## config.mk

```make
export PLATFORM = sky130hd
export DESIGN_NAME = swrl_front
export DESIGN_NICKNAME = d
export VERILOG_FILES = /design/src/hdl/swrl_pkg.sv /design/src/hdl/swrl_front.sv
export SDC_FILE = /design/constraint.sdc
export NUM_CORES = 1
export LEC_CHECK = 0
export ABC_AREA = 1
export BUFFER_PORTS_ARGS = -buffer_cell sky130_fd_sc_hd__buf_2
export CAP_MARGIN = 20
export CORE_MARGIN = 2
export CORE_UTILIZATION = 48
export CTS_BUF_LIST = sky130_fd_sc_hd__clkbuf_4
export CTS_CLUSTER_DIAMETER = 30
export DETAILED_ROUTE_END_ITERATION = 12
export HOLD_SLACK_MARGIN = 0.06
export PLACE_DENSITY_LB_ADDON = 0.08
export SLEW_MARGIN = 25
export SYNTH_ARGS = -nofsm -noshare
export SYNTH_HDL_FRONTEND = slang
export SYNTH_SLANG_ARGS = --single-unit
```

## constraint.sdc

```tcl
create_clock -name clk -period 2.54 [get_ports clk]
set_input_delay 0.254 -clock clk [delete_from_list [all_inputs] [get_ports clk]]
set_output_delay 0.254 -clock clk [all_outputs]
set_load 0.02 [all_outputs]
```

## src/hdl/swrl_pkg.sv

```systemverilog
// Package for the sliding-window rate limiter: payload structs and fixed constants.
// Depends on nothing; used by every module of the block but swrl_ram.
package swrl_pkg;

  localparam int CfgIdxW = 3;
  localparam int CfgDataW = 32;
  localparam int LimitW = 8;
  localparam int TimeW = 32;

  localparam int NUM_GROUPS = 4;
  localparam int NUM_KEYS = 16;
  localparam int MAX_SLOTS = 128;
  localparam int NUM_FLOWS = NUM_GROUPS * NUM_KEYS;
  localparam int FLOW_W = $clog2(NUM_FLOWS);
  localparam int SLOT_W = $clog2(MAX_SLOTS);
  localparam int CNT_W = $clog2(MAX_SLOTS + 1);
  localparam int ADDR_W = FLOW_W + SLOT_W;

  localparam logic [CfgIdxW-1:0] REG_MAX_REQ_0 = 3'd0;
  localparam logic [CfgIdxW-1:0] REG_WINDOW_0 = 3'd4;

  localparam logic ACT_ACQUIRE = 1'b0;
  localparam logic ACT_QUERY = 1'b1;

  typedef struct packed {
    logic        action;
    logic [2:0]  group;
    logic [3:0]  key_id;
    logic [31:0] now;
  } in_item_t;

  typedef struct packed {
    logic        allowed;
    logic [31:0] retry_after;
  } out_item_t;

  // Work handed from the front part to the back part.
  typedef struct packed {
    logic        no_rule;
    logic        action;
    logic [1:0]  group;
    logic [3:0]  key_id;
    logic [31:0] now;
  } job_t;

  // Per-flow ring bookkeeping kept in the ring memory.
  typedef struct packed {
    logic [SLOT_W-1:0] head;
    logic [CNT_W-1:0]  count;
  } ring_t;

endpackage

```

## src/hdl/swrl_front.sv

```systemverilog
// Front part: accepts input transactions and classifies them into jobs.
// Depends on swrl_pkg.
module swrl_front (
  input  logic              clk,
  input  logic              rst_n,
  input  logic              in_valid,
  output logic              in_ready,
  input  swrl_pkg::in_item_t in_data,
  output logic              job_valid,
  input  logic              job_ready,
  output swrl_pkg::job_t    job
);
  // Two-entry queue between front and back.
  swrl_pkg::job_t q_r [2];
  logic [1:0] cnt_r, cnt_nxt;
  logic       rd_r, rd_nxt;
  logic       wr_r;
  swrl_pkg::job_t new_job;
  logic push, pop;

  always_comb begin
    new_job.no_rule = ({29'd0, in_data.group} >= swrl_pkg::NUM_GROUPS);
    new_job.action  = in_data.action;
    new_job.group   = in_data.group[1:0];
    new_job.key_id  = in_data.key_id;
    new_job.now     = in_data.now;
  end

  assign in_ready  = (cnt_r != 2'd2);
  assign push      = in_valid && in_ready;
  assign job_valid = (cnt_r != 2'd0);
  assign job       = q_r[rd_r];
  assign pop       = job_valid && job_ready;

  always_comb begin
    cnt_nxt = cnt_r + {1'b0, push} - {1'b0, pop};
    rd_nxt  = rd_r ^ pop;
  end

  always_ff @(posedge clk) begin
    if (!rst_n) begin
      cnt_r <= 2'd0;
      rd_r  <= 1'b0;
      wr_r  <= 1'b0;
    end else begin
      cnt_r <= cnt_nxt;
      rd_r  <= rd_nxt;
      if (push) begin
        wr_r <= ~wr_r;
      end
    end
  end

  always_ff @(posedge clk) begin
    if (push) begin
      q_r[wr_r] <= new_job;
    end
  end
endmodule

```

==> results.toml <==
[status]
outcome = "finished clean"

[critical_path]
crit_path_top_delay_cell = "dfxtp_2"
cp_data_required_time_ps = 2290
timing.critical_path.cells = "buf_4, mux2_2, buf_2"
cpLargestDelayFamily = "flip-flops"
critPathKind = "flop to primary output"
critical_path.reg2reg.endpoint = "q_r[0][25]"
endpoint_kind = "primary output"
critical_path_peak_fanout = 22
critical_path.startpoint_type = "flop"
timing.critical_path.buf_inv = 2
timing.critical_path.slowest_cell_delay_ps = 670
reg2reg_setup_slack_ps = 780
critical_path_arrival_ps = 1840
worst_r2r_path_depth = 5
regToRegStartpoint = "cnt_r[0]"

[synth]
postSynthRegisterBits = 85
seq_area_frac_synth_pct = 79.78
avgSynthCellArea_um2 = 19.48
postSynthNetCount = 206
synth-warning-count = 0
yosysUniqueCellTypes = 13
syn_area_um2 = 3137
netlist_instances = 161

[worst_hold_path]
worstHoldPathCells = 3
hold_path_class = "input pin to flop"
hold-path-endpoint = "cnt_r[0]"
hold_sp = "rst_n"

[drt]
vias = 1796
detail_route.iter0.violations = 71
antenna_violating_nets_post_route = 0
post_drt_wl_per_cell_um = 13.93
avgViaCountPerCell = 4.739
drt_wl_total_um = 5279
route.detailed.drc = 0
drtPass1Iterations = 4

[sta]
max_freq_ghz = 0.4770
maxSlewHeadroom_pct = 62.56
final_hold_viol_count = 0
worst_slew_pin_slew_ps = 560.3
rsz0062_at_grt = "false"
finalSetupViolCount = 0
finalHoldWorstSlack_ps = 101.9
final.setup.tns_ps = 0
slew_viol_final = 0
fin_crit_ps = 2096
part_of_the_cycle_the_worst_path_needs_pct = 82.54
clock_skew_ps = 7.223

[floorplanning]
floorplan.die.width_um = 84.84
start_util_pct = 49.40
core_area_um2 = 6350
ioPinCount = 86
fp-row-count = 29
fp.dieArea_um2 = 7198
die_ht_um = 84.84

[global_route]
globalRoute.totalOverflow = 0
grt_antenna_before_repair = 0
grt_first_pass_wirelength_um = 8445
first_global_vias = 1871
grtUsageTotal_pct = 15.48
grt_start_max_net_pins = 25

[cts]
cts_root_buf = "clkbuf_4"
clock_latency_ps = 390
clk_path_buf_depth = 2
cts-buffers-inserted = 9
post-cts-setup-buffer-count = 0
cts.sink_count = 85
h-tree-depth = 3
worst_setup_hold_path_clk_slew_ps = 110
tritoncts_clock_tree = "built"

[finish]
drive_above_1_share_pct = 49.67
nets = 343
final_cell_area_um2 = 4212
antennaDiodeCount = 0
syn_to_final_growth_pct = 34.26

[place]
place.detailed.hpwl_um = 3368
postPlaceCellArea_um2 = 3684
place_congestion = 0.7198
placement.io_buffers = 85

[power]
ir_drop_v = 0.0005033
power-per-cell-area_nw_per_um2 = 878.9
total_leakage_power_nw = 1.631

[run]
drv.max_cap_violation_count = 0
[per-layer routing]
metal	share of wire, %	global-route usage, %	wire length (µm)	vias to the layer above
met5	0	0	0	-
met4	1.5	6.494	80	0
met3	5.2	3.405	275	9
met2	53	27.85	2781	60
met1	41	17.90	2141	853
li1	-	-	-	874
[synthesized netlist by cell type (all sizes together)]
master | number | share of area [%]
edfxtp | 80 | 77
mux2 | 40 | 14
nand2 | 11 | 1.3
nor2 | 9 | 1.2
inv | 7 | 0.84
dfxtp | 5 | 3.2
buf | 4 | 1.4
a21oi | 1 | 0.16
clkbuf | 1 | 0.12
ha | 1 | 0.40
nand3 | 1 | 0.16
xnor2 | 1 | 0.28
[registers in the layout, summed over array words and instances, names as in the netlist, named ones only]
name	count
rd_r	1
q_r	80
cnt_r	2
wr_r	1
[worst reg2reg max path: stages, from the launching register on]
cell,delay (ps)
dfxtp_1,370
inv_1,50
nand2_1,60
nand2_1,210
nor2_4,520
buf_12,260
[worst max path at each step]
stage / endpoint / slack [ps] / depth (start not counted)
2_1_floorplan: q_r[1][0] / 300 / 4
3_3_place_gp: q_r[0][22] / 780 / 5
3_5_place_dp: q_r[0][17] / 750 / 5
4_1_cts: job[33] / 350 / 3
5_1_grt: job[33] / 300 / 3
6_report: job[35] / 440 / 3
[power by group]
group          total [mW]  internal (mW)  switching, mW
sequential           1.87           1.78         0.0901
combinational        1.13          0.485          0.645
clock               0.706          0.302          0.404
total                3.70           2.56           1.14
[stage by stage]
step                      instances  util (%)  total power, mW  setup WS [ps]
after floorplan                 161         -            2.651          300.2
after CTS                       379     66.33            3.756          354.9
final                           379     66.33            3.701          443.5
after global routing            379     66.33            3.899          301.4
after global placement          324     58.01            2.991          783.5
after detailed placement        324     58.01            3.005          754.0
[final cells by class]
| type | instances | area (µm²) |
|---|---|---|
| clock buffers | 10 | 75.07 |
| clock inverters | 5 | 52.55 |
| fillers | 450 | 2138 |
| inverters | 7 | 26.28 |
| multi-input cells | 64 | 574.3 |
| flip-flops and latches | 85 | 2504 |
| well taps | 77 | 96.34 |
| repair buffers | 131 | 883.3 |
[logic make-up after synthesis]
kind of cell	after synthesis	synth area share, %
AND/OR/NAND/NOR	21	2.633
adder cells (fa/ha/maj)	1	0.3988
flip-flops	85	79.78
XOR/XNOR	1	0.2793
multiplexers	40	14.36
AO/OA/AOI/OAI	1	0.1594
buffers and inverters	12	2.393
[placed cells by master, fill, tap and decap left out]
cell           synthesis  layout
clkinv_2               0       3
buf_12                 0       1
clkinvlp_4             0       1
buf_2                  0      85
inv_1                  7       7
nor2_2                 1       1
ha_1                   1       1
dlygate4sd3_1          0      40
nor2_4                 0       2
nand3_1                1       1
dfxtp_1                5       4
bufinv_16              0       1
a21oi_1                1       1
buf_4                  0       5
nor2_1                 8       6
dfxtp_2                0       1
edfxtp_1              80      80
xnor2_1                1       1
mux2_2                40      40
clkbuf_4               0      10
nand2_1               11      11
[timing repair]
action                                 CTS  global route
hold buffers                            40             0
resized for setup                        0             0
endpoints found under the hold margin   80             0
Power figures use the tool's default switching activity.
